===== config.mk =====
export PLATFORM = sky130hd
export DESIGN_NAME = button_debounce_click_counter
export DESIGN_NICKNAME = d
export VERILOG_FILES = /design/src/rtl/bdcc_pkg.sv /design/src/rtl/button_debounce_click_counter.sv /design/src/rtl/bdcc_core.sv
export SDC_FILE = /design/constraint.sdc
export NUM_CORES = 1
export LEC_CHECK = 0
export BUFFER_PORTS_ARGS = -buffer_cell sky130_fd_sc_hd__buf_2
export CORE_MARGIN = 2
export CORE_UTILIZATION = 35
export CTS_CLUSTER_SIZE = 40
export DETAILED_ROUTE_END_ITERATION = 12
export SLEW_MARGIN = 20
export SYNTH_ARGS = -nofsm -noshare
export SYNTH_HDL_FRONTEND = slang
export SYNTH_SLANG_ARGS = --single-unit

===== constraint.sdc =====
create_clock -name clk_i -period 8 [get_ports clk_i]
set_input_delay 1.2 -clock clk_i [delete_from_list [all_inputs] [get_ports clk_i]]
set_output_delay 1.2 -clock clk_i [all_outputs]
set_load 0.05 [all_outputs]

===== src/rtl/bdcc_pkg.sv =====
// Package for the button debounce and click counter.
// Holds event codes, register indexes and the structs shared by the core and top level.
// No dependencies.
`default_nettype none

package bdcc_pkg;

  localparam int unsigned CfgAddrW = 2;
  localparam int unsigned CfgDataW = 16;

  typedef enum logic [1:0] {
    EV_NONE     = 2'd0,
    EV_PRESSED  = 2'd1,
    EV_RELEASED = 2'd2
  } event_code_e;

  typedef enum logic [CfgAddrW-1:0] {
    REG_SWITCH_MODE   = 2'd0,
    REG_DEFAULT_LEVEL = 2'd1,
    REG_DEBOUNCE_MS   = 2'd2,
    REG_REPEAT_MS     = 2'd3
  } cfg_reg_e;

  typedef struct packed {
    logic        switch_mode;
    logic        default_level;
    logic [15:0] debounce_ms;
    logic [15:0] repeat_ms;
  } cfg_t;

  typedef struct packed {
    event_code_e event_code;
    logic [15:0] click_count;
    logic [31:0] press_length;
    logic        is_pressed;
  } result_t;

endpackage

`default_nettype wire


===== src/rtl/button_debounce_click_counter.sv =====
// Button debouncer with click counting: one pin sample word in, one result word out.
// The result word is registered and valid in the cycle after its input word is accepted.
// Throughput: 1 word per cycle unless stalled; output register refills while taken.
// Reset: asynchronous active low; all but res_q return to power-up values at once.
// Depends on bdcc_pkg and bdcc_core.
`default_nettype none

module button_debounce_click_counter
  import bdcc_pkg::*;
(
  input  wire logic                clk_i,
  input  wire logic                rst_ni,
  input  wire logic                cfg_valid_i,
  output      logic                cfg_ready_o,
  input  wire logic [CfgAddrW-1:0] cfg_addr_i,
  input  wire logic [CfgDataW-1:0] cfg_data_i,
  input  wire logic                s_axis_tvalid_i,
  output      logic                s_axis_tready_o,
  input  wire logic [7:0]          s_axis_tdata_i,  // [0] pin_level
  output      logic                m_axis_tvalid_o,
  input  wire logic                m_axis_tready_i,
  output      logic [55:0]         m_axis_tdata_o,  // [15:0] click_count,
                                                    // [47:16] press_length, [48] is_pressed
  output      logic [1:0]          m_axis_tuser_o   // [1:0] event_code
);

  cfg_t    cfg_q;
  result_t res_d, res_q;
  logic    out_valid_q;
  logic    in_fire;

  assign cfg_ready_o     = 1'b1;
  assign s_axis_tready_o = !out_valid_q || m_axis_tready_i;
  assign in_fire         = s_axis_tvalid_i && s_axis_tready_o;

  always_ff @(posedge clk_i or negedge rst_ni) begin
    if (!rst_ni) begin
      cfg_q.switch_mode   <= 1'b0;
      cfg_q.default_level <= 1'b1;
      cfg_q.debounce_ms   <= 16'd50;
      cfg_q.repeat_ms     <= 16'd500;
    end else if (cfg_valid_i) begin
      unique case (cfg_reg_e'(cfg_addr_i))
        REG_SWITCH_MODE:   cfg_q.switch_mode   <= cfg_data_i[0];
        REG_DEFAULT_LEVEL: cfg_q.default_level <= cfg_data_i[0];
        REG_DEBOUNCE_MS:   cfg_q.debounce_ms   <= cfg_data_i;
        REG_REPEAT_MS:     cfg_q.repeat_ms     <= cfg_data_i;
        default: ;
      endcase
    end
  end

  bdcc_core u_core (
    .clk_i  (clk_i),
    .rst_ni (rst_ni),
    .step_i (in_fire),
    .pin_i  (s_axis_tdata_i[0]),
    .cfg_i  (cfg_q),
    .res_o  (res_d)
  );

  always_ff @(posedge clk_i or negedge rst_ni) begin
    if (!rst_ni) begin
      out_valid_q <= 1'b0;
    end else if (in_fire) begin
      out_valid_q <= 1'b1;
    end else if (m_axis_tready_i) begin
      out_valid_q <= 1'b0;
    end
  end

  always_ff @(posedge clk_i) begin
    if (in_fire) begin
      res_q <= res_d;
    end
  end

  assign m_axis_tvalid_o = out_valid_q;
  assign m_axis_tdata_o  = {7'd0, res_q.is_pressed, res_q.press_length, res_q.click_count};
  assign m_axis_tuser_o  = res_q.event_code;

`ifndef SYNTHESIS
  a_no_overrun: assert property (@(posedge clk_i) disable iff (!rst_ni)
    (m_axis_tvalid_o && !m_axis_tready_i) |-> !s_axis_tready_o)
    else $error("input taken while result word is stalled");

  a_fire_valid: assert property (@(posedge clk_i) disable iff (!rst_ni)
    in_fire |=> m_axis_tvalid_o)
    else $error("accepted word produced no result word");

  a_event_legal: assert property (@(posedge clk_i) disable iff (!rst_ni)
    m_axis_tvalid_o |-> (m_axis_tuser_o != 2'd3))
    else $error("illegal event code");
`endif

endmodule

`default_nettype wire


===== src/rtl/bdcc_core.sv =====
// Debounce and click state for the button debounce and click counter.
// Holds the state registers and computes the next state and result of one tick.
// Depends on bdcc_pkg.
`default_nettype none

module bdcc_core
  import bdcc_pkg::*;
(
  input  wire logic    clk_i,
  input  wire logic    rst_ni,
  input  wire logic    step_i,
  input  wire logic    pin_i,
  input  wire cfg_t    cfg_i,
  output      result_t res_o
);

  logic        stable_q, stable_d;
  logic        settling_q, settling_d;
  logic [15:0] settle_q, settle_d;
  logic [31:0] since_q, since_d;
  logic [31:0] held_q, held_d;
  logic [15:0] series_q, series_d;
  logic        pending_q, pending_d;
  logic        restart_q, restart_d;
  logic        check;
  logic [15:0] settle_dec;
  event_code_e ev;

  always_comb begin
    stable_d   = stable_q;
    settling_d = settling_q;
    settle_d   = settle_q;
    held_d     = held_q;
    series_d   = series_q;
    pending_d  = pending_q;
    restart_d  = restart_q;
    check      = 1'b0;
    ev         = EV_NONE;
    settle_dec = settle_q - 16'd1;
    since_d    = (since_q != 32'hFFFF_FFFF) ? since_q + 32'd1 : since_q;

    if (settling_q) begin
      settle_d = settle_dec;
      if (settle_dec == 16'd0) begin
        settling_d = 1'b0;
        check      = 1'b1;
      end
    end else if (pin_i != stable_q) begin
      if (cfg_i.debounce_ms == 16'd0) begin
        check = 1'b1;
      end else begin
        settling_d = 1'b1;
        settle_d   = cfg_i.debounce_ms;
      end
    end

    if (check && (pin_i != stable_q)) begin
      stable_d = ~stable_q;
      if (cfg_i.switch_mode) begin
        ev = (stable_d != cfg_i.default_level) ? EV_PRESSED : EV_RELEASED;
      end else if (stable_d == cfg_i.default_level) begin
        held_d    = since_d;
        pending_d = 1'b1;
      end else begin
        ev      = EV_PRESSED;
        since_d = 32'd0;
        held_d  = 32'd0;
        if (restart_q) begin
          series_d  = 16'd1;
          restart_d = 1'b0;
        end else if (series_q != 16'hFFFF) begin
          series_d = series_q + 16'd1;
        end
        pending_d = 1'b0;
      end
    end

    if (pending_d && (since_d > {16'd0, cfg_i.repeat_ms})) begin
      pending_d = 1'b0;
      restart_d = 1'b1;
      ev        = EV_RELEASED;
    end

    res_o.event_code   = ev;
    res_o.click_count  = series_d;
    res_o.press_length = held_d;
    res_o.is_pressed   = stable_d != cfg_i.default_level;
  end

  always_ff @(posedge clk_i or negedge rst_ni) begin
    if (!rst_ni) begin
      stable_q   <= 1'b1;
      settling_q <= 1'b0;
      settle_q   <= 16'd0;
      since_q    <= 32'd0;
      held_q     <= 32'd0;
      series_q   <= 16'd0;
      pending_q  <= 1'b0;
      restart_q  <= 1'b0;
    end else if (step_i) begin
      stable_q   <= stable_d;
      settling_q <= settling_d;
      settle_q   <= settle_d;
      since_q    <= since_d;
      held_q     <= held_d;
      series_q   <= series_d;
      pending_q  <= pending_d;
      restart_q  <= restart_d;
    end
  end

`ifndef SYNTHESIS
  a_settle_nonzero: assert property (@(posedge clk_i) disable iff (!rst_ni)
    settling_q |-> (settle_q != 16'd0))
    else $error("settling wait with zero ticks left");

  a_press_counts: assert property (@(posedge clk_i) disable iff (!rst_ni)
    (step_i && !cfg_i.switch_mode && (ev == EV_PRESSED)) |=> (series_q != 16'd0))
    else $error("button press left click count at zero");

  a_press_clears_timer: assert property (@(posedge clk_i) disable iff (!rst_ni)
    (step_i && !cfg_i.switch_mode && (ev == EV_PRESSED)) |=> (since_q == 32'd0))
    else $error("button press did not restart the press timer");
`endif

endmodule

`default_nettype wire

* Word-level counts from Yosys, hierarchy flattened
Index checks and enable logic that the tools add are counted.
** Storage, ports and cells
- Memories kept :: 0
- Word-level logic and storage cells :: 91
- Memory bits (read-only) :: 0
- Output and inout bits :: 61
- Bits in latches :: 0
- Flip-flop bits (word level) :: 186
- Bits in writable memories :: 0
- Bits of input ports :: 31
** Cells by class
- $mul :: 0
- Div/mod/pow operators :: 0
- Reductions and logical operators :: 18
- Equality and inequality tests :: 12
- Shift-type cells :: 0
- Muxes and demuxes :: 37
- Add/subtract/negate cells :: 3
- Bitwise logic cells :: 2
- Magnitude comparators :: 1
** Operators with widths (count)
- $mux 32 :: 6
- $mux 16 :: 8
- $add 32x1->32 const B :: 1
- $gt 32x16->1 :: 1
- $logic_not 16->1 :: 2
- $ne 32x32->1 const B :: 1
- $mux 1 :: 20
- $add 16x1->16 const B :: 1
- $ne 16x16->1 const B :: 1
- $sub 16x1->16 const B :: 1
- $reduce_and 2->1 :: 4
- $mux 2 :: 3
- $reduce_bool 2->1 :: 3
- $eq 2x2->1 const B :: 2
- $ne 2x1->1 const B :: 2
- $reduce_and 4->1 :: 1
- $logic_and 1x1->1 :: 3
- $ne 1x1->1 :: 3
- $reduce_and 3->1 :: 1
- $eq 2x1->1 const B :: 1
- $logic_not 2->1 :: 1
- $ne 2x2->1 const B :: 1
- $not 1->1 :: 2
- $reduce_or 2->1 :: 1
- 3 further kinds :: 3

* Logic depth before layout (Yosys ltp)
Gate-level depths: netlist of the first run.
- Depth in word-level cells :: 10
- Gate-level depth with buffers :: 21
- Depth with buffers taken out :: 18

* By module
From an unflattened synthesis of the first run, not the netlist that was laid out.
** Second synthesis, totals
- Cell total of the unflattened synthesis :: 1023
- Area, all modules :: 10143.5 um^2
** Modules (own cells, without submodules)
- bdcc_core :: area each 7104.3 um^2, cells an instance 884, times used 1, sequential area each 2503.7 um^2
- button_debounce_click_counter :: area each 3039.2 um^2, cells an instance 139, times used 1, sequential area each 2419.8 um^2

* Worst setup path after synthesis of the first run
Ideal clock, no wire load.
- Kind :: reg-to-reg
- From :: reg u_core.settle_q[0]
- To :: reg res_q (netlist bit m_axis_tuser_o[1]), data pin
- Required time :: 7.732 ns
- Path slack :: 3.042 ns
- Period minus slack after synthesis :: 4.958 ns
- Stages on the path, launching flop included :: 22
- Buffers on the path :: 3
- Library setup time :: 0.268 ns
- Data arrival time :: 4.690 ns
- Path through :: dfrtp_1 -> clkbuf_1 -> inv_1 -> ha_1 -> clkbuf_1 -> nor3b_2 -> or4b_1 -> a21o_1 -> a21oi_4 -> a31oi_2 -> nor2_1 -> clkbuf_1 -> nor2_1 -> ha_1 -> nand4_1 -> nor4_1 -> nor3_1 -> o31ai_1 -> o2111ai_1 -> or4_1 -> nor2_1 -> a211oi_1
** Between the ends
- Longest elaborated chain between the ends :: 8
- Elaborated cells on any way between the ends :: 10
- Classes of those cells :: 1 x add/sub; 1 x order compare; 5 x mux; 3 x reduce/logical
** RTL lines
- from (decl) :: RTL line bdcc_core.sv:19 : logic [15:0] settle_q, settle_d;
- from (signal assigned) :: RTL line bdcc_core.sv:103 : settle_q <= settle_d;
- $sub 16x1->16 :: RTL line bdcc_core.sv:39 : settle_dec = settle_q - 16'd1;
- $logic_not 16->1 :: RTL line bdcc_core.sv:44 : if (settle_dec == 16'd0) begin
- $mux 1 :: RTL line bdcc_core.sv:44
- $mux 1 :: RTL line bdcc_core.sv:42 : if (settling_q) begin
- $logic_and 1x1->1 :: RTL line bdcc_core.sv:57 : if (check && (pin_i != stable_q)) begin
- $mux 32 :: RTL line bdcc_core.sv:57
- via u_core.since_d[14] :: RTL line bdcc_core.sv:20 : logic [31:0] since_q, since_d;
- $gt 32x16->1 :: RTL line bdcc_core.sv:78 : if (pending_d && (since_d > {16'd0, cfg_i.repeat_ms})) begin
- $logic_and 1x1->1 :: RTL line bdcc_core.sv:78
- to (signal assigned) :: RTL line button_debounce_click_counter.sv:74 : res_q <= res_d;
- to (decl) :: RTL line button_debounce_click_counter.sv:28 : result_t res_d, res_q;
The timed path passes the listed nets, and every way through them passes these cells.
A chain may end at the register's enable or synchronous reset.

* Final worst setup path of the first run
- From :: reg u_core.settle_q[1]
- To :: reg res_q (netlist bit m_axis_tuser_o[1]), data pin
Same word-level chain as after synthesis.

==> results of run 1 <==
==> cell usage in the layout, fill, tap and decap left out, types with 18 or more instances in the layout <==
cell | synthesis | final
ha_1 | 20 | 20
dfrtp_1 | 124 | 124
nand4_1 | 23 | 23
mux2_2 | 48 | 48
nand3_1 | 47 | 47
o31ai_1 | 31 | 31
buf_2 | 4 | 75
nor2_1 | 71 | 70
edfxtp_1 | 51 | 51
xnor2_1 | 20 | 19
a31oi_1 | 30 | 30
inv_1 | 29 | 29
o21ai_1 | 21 | 21
nand2_1 | 123 | 122
o21ai_0 | 40 | 40
or3_1 | 23 | 22
a21oi_1 | 46 | 46
nor3_1 | 23 | 23
clkbuf_16 | 0 | 18
==> cells by family after synthesis <==
logic type	Yosys count	synth area share, %
xor+xnor	37	3.26
simple gates	392	19.6
fa+ha+maj	20	2.52
compound gates	230	14.6
buf+inv	95	4.09
other cells	2	0.0756
mux	56	6.27
flops	186	49.5
==> area by class of cell <==
cell class | count | area share [%]
Sequential cell | 186 | 43.9
Multi-Input combinational cell | 743 | 41.6
Tap cell | 378 | 4.21
Clock buffer | 21 | 4.20
Timing Repair Buffer | 83 | 3.91
Clock inverter | 11 | 1.17
Inverter | 30 | 1.03
==> worst paths after layout <==
check | startpoint | endpoint | cells past startpoint
max | u_core.settle_q[1]$_DFFE_PN0P_ | m_axis_tuser_o[1]$_SDFFCE_PP1P_ | 19
min | u_core.held_q[13]$_DFFE_PN0P_ | u_core.held_q[13]$_DFFE_PN0P_ | 2
max reg2reg | u_core.settle_q[1]$_DFFE_PN0P_ | m_axis_tuser_o[1]$_SDFFCE_PP1P_ | 19
min reg2reg | u_core.held_q[13]$_DFFE_PN0P_ | u_core.held_q[13]$_DFFE_PN0P_ | 2
max in group asynchronous | rst_ni | u_core.held_q[25]$_DFFE_PN0P_ | 2
min in group asynchronous | rst_ni | cfg_q[23]$_DFFE_PN0P_ | 1
==> stage by stage <==
| stage | instances | worst slack (ns) | hold WS, ns | power, mW | cell area, sq um |
|---|---|---|---|---|---|
| floorplan | 1024 | 3.04 | 0.455 | 1.82 | 9960 |
| global placement | 1420 | 2.07 | 0.466 | 2.00 | 10600 |
| detailed placement | 1420 | 1.96 | 0.475 | 2.02 | 10600 |
| CTS | 1452 | 1.91 | 0.492 | 2.90 | 11200 |
| global route | 1452 | 1.36 | 0.522 | 3.05 | 11200 |
| finish | 1452 | 1.85 | 0.489 | 2.88 | 11200 |
==> registers in the layout (all words and copies together), names as in the netlist <==
name,flops
u_core.stable_q,1
u_core.held_q,32
u_core.restart_q,1
u_core.settling_q,1
u_core.series_q,16
u_core.pending_q,1
cfg_q,34
m_axis_tdata_o,49
m_axis_tvalid_o,1
u_core.settle_q,16
m_axis_tuser_o,2
u_core.since_q,32
==> per-layer routing <==
metal	up-vias	track usage (%)	part of all wire, %
met5	-	0	0
met4	0	6.52	2.5
met3	39	2.52	4.4
met2	201	26.5	46
met1	3843	22.7	47
li1	3794	-	-
==> worst max-delay path, stage by stage (launching register included) <==
cell and delay (ns):
dfrtp_1 0.48, inv_1 0.14, ha_1 0.34, nor3b_2 0.54, a32o_1 0.25, a32oi_1 0.11
a21oi_1 0.52, a31oi_2 0.15, buf_4 0.30, nor2_4 0.73, nor2_1 0.13, ha_1 0.31
nand4_1 0.16, nor4_1 0.44, nor3_1 0.08, o31ai_1 0.09, o2111ai_1 0.17, or4_1 0.49
nor2_1 0.28, a211oi_1 0.13
==> where the power goes <==
group	switching [mW]	internal (mW)
Sequential	0.176	1.14
Combinational	0.436	0.254
Clock	0.382	0.493
Total	0.994	1.89
==> impl_metrics.csv, run 1 <==
group,metric,value,unit
status,outcome,"finished, final reports clean",
cts,cts-resized-gates,0,
cts,postCtsHoldBufs,0,
final_layout,drive_gt1_share,18.0,%
sta,fmax,0.163,GHz
worst_setup_path,cp-end-kind,"flop",
grt,grt_antenna_before_repair,0,
worst_setup_path,cp.required,8.17,ns
cts,clockRootBuffer,"clkbuf_16",
sta,period_share,76.8,%
grt,grt_pass1_vias,7625,
floorplanning,die_height,173,microns
run,cap_viol_max_count,0,
sta,maxSlewHeadroom,30.0,%
logic_synthesis,ys_top_cells_by_area,"dfrtp_1 (31%), edfxtp_1 (15%), mux2_2 (5.4%), nand2_1 (4.6%), dfstp_2 (2.9%)",
worst_hold_path,hold_class,"reg -> reg",
logic_synthesis,synth_top_area_cell,"dfrtp_1",
detailed_routing,wl_per_cell,16.7,microns
final_layout,synthToLayoutAreaGrowth,12.9,%
detailed_routing,postRouteAntennaNets,0,
sta,maxSlewViolCount,0,
detailed_routing,wirelength,24.3,mm
floorplanning,io_pins,92,
detailed_routing,first_iter_violations,613,
grt,grt_pass1_wl,40.0,mm
sta,setup_violations,0,
cts,path_clk_slew,0.07,ns
logic_synthesis,yosysSeqAreaShare,49.5,%
sta,clock_skew,0.0139,ns
logic_synthesis,ys_ff_latch,186,
final_layout,nFillCells,2750,
worst_setup_path,cp_max_fo,35,
cts,cts_setup_buffers,0,
logic_synthesis,yosysMostFrequentCell,"dfrtp_1",
final_layout,final_core_utilization,40.3,%
final_layout,nets,1112,
power,power_density,257,nW/um^2
logic_synthesis,netlist_instances,1018,
logic_synthesis,synth_edf_count,51,
logic_synthesis,netlist.area_leader.share,31.2,%
floorplanning,fp-row-count,61,
worst_setup_path,ff2ff_setup_slack,1.85,ns
sta,period_minus_slack,6.15,ns
worst_setup_path,path_class,"reg -> reg",
logic_synthesis,synth.avg_cell_area,9.76,sq um
placement,io_buffers,76,
detailed_routing,dr.pass1.iters,5,
final_layout,multi_input_area,4670,sq um
worst_setup_path,start_kind,"flop",
sta,worst_pin_slew,1.05,ns
final_layout,antennaDiodeCount,0,
logic_synthesis,async_reset_ff_share,72.6,%
sta,fin_tns_setup,0,ns
logic_synthesis,synthTopCellsByCount,"dfrtp_1 (124), nand2_1 (123), nor2_1 (71)",
floorplanning,core,27900,sq um
final_layout,regArea,4920,sq um
logic_synthesis,yosysWarnings,0,
cts,cts_inserted_buffers,17,
detailed_routing,vias,7877,
floorplanning,initial_core_util,35.7,%
placement,gp_congestion,0.863,
power,irDropWorstVdd,0.000159,V
cts,htree_levels,4,
cts,cts.sinks,186,
logic_synthesis,syn-cell-area,9940,sq um
cts,insertion_delay,0.44,ns
grt,grt_max_degree,87,
detailed_routing,via_per_inst,5.42,
floorplanning,dieArea,29800,sq um
floorplanning,die_x,173,microns
logic_synthesis,synth-main-ff-cell,"dfrtp_1",
detailed_routing,drc,0,
cts,clockBufferDepth,2,
placement,dp_hpwl,16.4,mm
grt,grt_util_all_layers,16.6,%
power,p_leak,4.46,nW
cts,cts_tree,"built",
sta,hold_viol_final,0,
sta,rsz0062_at_grt,"false",
grt,overflow,0,
logic_synthesis,synth_cell_types,64,
worst_setup_path,arrival,6.32,ns
(Power assumes the default switching activity.)
==> run 2: changes to the inputs <==
--- a/config.mk
+++ b/config.mk
@@ -5,6 +5,7 @@
 export SDC_FILE = /design/constraint.sdc
 export NUM_CORES = 1
 export LEC_CHECK = 0
+export ABC_AREA = 1
 export BUFFER_PORTS_ARGS = -buffer_cell sky130_fd_sc_hd__buf_2
 export CORE_MARGIN = 2
 export CORE_UTILIZATION = 35
==> constraint.sdc (replaced) <==
create_clock -name clk_i -period 5.34 [get_ports clk_i]
set_input_delay 0.801 -clock clk_i [delete_from_list [all_inputs] [get_ports clk_i]]
set_output_delay 0.801 -clock clk_i [all_outputs]
set_load 0.05 [all_outputs]
==> run 2 against run 1 <==
Net effect: die area grew 4.0%; setup slack lost 0.58 ns; clock skew grew 0.0033 ns; synthesized cell count grew 27%; power grew 56%; sequential share of layout area shrank 1.5 points; combinational power grew 78%; flip-flop and latch count is the same; clock power grew 56%; wire length grew 2.7%; hold slack lost 0.13 ns; critical endpoint unchanged; utilization shrank 0.16 points.
==> impl_metrics.csv, run 2 <==
group,metric,value,unit
grt,overflow,0,
worst_setup_path,critPathTopFamily,"simple AND/OR/NAND/NOR gates",
final_layout,antennaDiodeCount,0,
detailed_routing,first_iter_violations,675,
power,irDropWorstVdd,0.000275,V
logic_synthesis,synth_cell_types,51,
worst_setup_path,path_cells,"ha_1 > nand3_1 > nor2_2 > nand3_1 > inv_1 > nand2_1 > nor3_2 > inv_2 > o21ai_0 > inv_1 > nand2_1 > inv_1 > ha_1 > a21oi_1 > o21a_1 > o211ai_1 > nand2_1 > o2111ai_1 > nand2_1 > nand2_1 > nor2_1 > nand3_2 > nand2_1 > nand2_1",
logic_synthesis,yosysWarnings,0,
cts,cts_inserted_buffers,17,
detailed_routing,dr.pass1.iters,5,
logic_synthesis,yosysMostFrequentCell,"nand2_1",
final_layout,nets,1397,
floorplanning,dieArea,30900,sq um
logic_synthesis,synthSimpleGateAreaFrac,25.6,%
logic_synthesis,synth_compound_area_share,13.5,%
worst_setup_path,path_buf_inv,4,
worst_setup_path,rr_startpoint,"u_core.since_q[0]$_DFFE_PN0P_",
floorplanning,core,28900,sq um
cts,postCtsHoldBufs,0,
final_layout,nFillCells,2946,
cts,cts-resized-gates,0,
worst_setup_path,slowest_stage,"dfrtp_1",
placement,dp_hpwl,17.7,mm
sta,setup_violations,0,
worst_setup_path,cp-end-kind,"flop",
logic_synthesis,ys_ff_latch,186,
detailed_routing,via_per_inst,4.90,
sta,fin_hold_ws,0.361,ns
sta,maxSlewHeadroom,31.3,%
sta,fin_tns_setup,0,ns
worst_setup_path,timing.rr.end,"m_axis_tuser_o[1]$_SDFFCE_PP1P_",
worst_hold_path,hold_class,"in -> async",
final_layout,largest_reg_flops,49,
sta,fmax,0.246,GHz
floorplanning,io_pins,92,
worst_setup_path,critPathMaxStageDelay,0.42,ns
status,outcome,"finished, final reports clean",
final_layout,drive_gt1_share,12.4,%
grt,grt_max_degree,83,
placement,gp_congestion,0.892,
logic_synthesis,synthXorXnorAreaFrac,2.54,%
final_layout,final_cell_mix,"nand2_1 (408), inv_1 (144), o21ai_0 (129)",
run,cap_viol_max_count,0,
floorplanning,initial_core_util,35.7,%
final_layout,multi_input_area,4590,sq um
cts,clockRootBuffer,"clkbuf_16",
detailed_routing,wirelength,24.9,mm
logic_synthesis,yosysSeqAreaShare,47.6,%
floorplanning,fp-row-count,62,
detailed_routing,wl_per_cell,14.3,microns
worst_setup_path,arrival,4.26,ns
power,power_density,388,nW/um^2
cts,clockBufferDepth,2,
logic_synthesis,synth_edf_count,51,
logic_synthesis,synth_top_family_by_area,"simple AND/OR/NAND/NOR gates",
detailed_routing,postRouteAntennaNets,0,
cts,cts_setup_buffers,0,
placement,io_buffers,76,
logic_synthesis,synth_top_area_cell,"dfrtp_1",
final_layout,regArea,4920,sq um
cts,htree_levels,4,
final_layout,design_area,11600,sq um
detailed_routing,drc,0,
logic_synthesis,synthAdderAreaFrac,2.42,%
sta,worst_pin_slew,1.03,ns
floorplanning,die_x,176,microns
logic_synthesis,async_reset_ff_share,72.6,%
logic_synthesis,synth-main-ff-cell,"dfrtp_1",
sta,clock_skew,0.0173,ns
sta,hold_viol_final,0,
grt,grt_util_all_layers,16.6,%
worst_setup_path,start_kind,"flop",
worst_setup_path,worstRegToRegCells,24,
sta,period_minus_slack,4.07,ns
worst_setup_path,critPathMostFrequentCell,"nand2_1",
power,p_leak,5.51,nW
final_layout,final_common_cell,"nand2_1",
cts,cts_tree,"built",
logic_synthesis,synthTopCellsByCount,"nand2_1 (409), inv_1 (145), o21ai_0 (129)",
sta,maxSlewViolCount,0,
worst_setup_path,cp.required,5.53,ns
grt,grt_antenna_before_repair,0,
grt,grt_pass1_wl,40.9,mm
grt,grt_pass1_vias,7908,
detailed_routing,vias,8544,
final_layout,synthToLayoutAreaGrowth,12.3,%
worst_setup_path,cp_max_fo,19,
logic_synthesis,netlist.area_leader.share,30.0,%
worst_setup_path,ff2ff_setup_slack,1.27,ns
floorplanning,die_height,176,microns
logic_synthesis,synthMuxAreaShare,0,%
sta,period_share,76.2,%
logic_synthesis,synth.avg_cell_area,8.01,sq um
logic_synthesis,syn-cell-area,10300,sq um
cts,cts.sinks,186,
logic_synthesis,ys_top_cells_by_area,"dfrtp_1 (30%), nand2_1 (15%), edfxtp_1 (15%), o21ai_0 (6.2%), inv_1 (5.3%)",
cts,insertion_delay,0.44,ns
logic_synthesis,netlist_instances,1292,
sta,rsz0062_at_grt,"false",
placement,place_area,11000,sq um
worst_setup_path,path_class,"reg -> reg",
cts,path_clk_slew,0.07,ns
## run 2: cells by family (layout without fill, tap and decap cells)
family | Yosys count | count (layout)
AOI/OAI and AO/OA | 216 | 216
and+or+nand+nor | 637 | 637
DFF | 186 | 186
buffers and inverters | 201 | 262
adders and majority gates | 20 | 20
other | 2 | 8
xor gates and xnor gates | 30 | 30
## run 2: worst register-to-register path: cells and delay by family (launching register included)
kind / cells / cell delay [ns]
AOI/OAI and AO/OA: 5 / 0.77
and+or+nand+nor: 13 / 1.67
DFF: 1 / 0.42
adders and majority gates: 2 / 0.48
buffers and inverters: 4 / 0.49
## run 2: per-stage QoR
step           util (%)  instances  total power [mW]  setup WS [ns]
2_1_floorplan         -       1298              2.85           1.88
3_3_place_gp       38.0       1711              3.14           1.31
3_5_place_dp       38.0       1711              3.16           1.30
4_1_cts            40.1       1743              4.54           1.26
5_1_grt            40.1       1743              4.80          0.858
6_report           40.1       1743              4.50           1.27
## run 2: area by class of cell
cell class | instances | share of cell area (%)
Timing Repair Buffer | 82 | 3.72
Clock inverter | 15 | 1.73
Tap cell | 384 | 4.14
Multi-Input combinational cell | 911 | 39.5
Sequential cell | 186 | 42.4
Inverter | 148 | 4.81
Clock buffer | 17 | 3.66
## run 2: worst max-delay path by stage
stage                                         startpoint                         endpoint  slack [ns]  depth (start not counted)
after floorplan           u_core.settle_q[0]$_DFFE_PN0P_  m_axis_tuser_o[1]$_SDFFCE_PP1P_        1.88                         29
after global placement     u_core.since_q[0]$_DFFE_PN0P_  m_axis_tuser_o[1]$_SDFFCE_PP1P_        1.31                         24
after detailed placement   u_core.since_q[0]$_DFFE_PN0P_  m_axis_tuser_o[1]$_SDFFCE_PP1P_        1.30                         24
after CTS                  u_core.since_q[0]$_DFFE_PN0P_  m_axis_tuser_o[1]$_SDFFCE_PP1P_        1.26                         24
after global routing       u_core.since_q[0]$_DFFE_PN0P_  m_axis_tuser_o[1]$_SDFFCE_PP1P_        0.86                         24
final                      u_core.since_q[0]$_DFFE_PN0P_  m_axis_tuser_o[1]$_SDFFCE_PP1P_        1.27                         24
## run 2: metal layers
layer  wire length [microns]  vias to the layer above  track usage (%)  part of all wire (%)
met4                     247                        0             4.03                  0.99
met2                   11300                      194             25.8                    45
li1                        -                     4308                -                     -
met3                    1020                       18             2.64                   4.1
met1                   12300                     4024             24.2                    50
met5                       0                        -                0                     0
## run 2: power breakdown
group	internal, mW	switching (mW)
clock	0.757	0.606
sequential	1.72	0.194
combinational	0.370	0.859
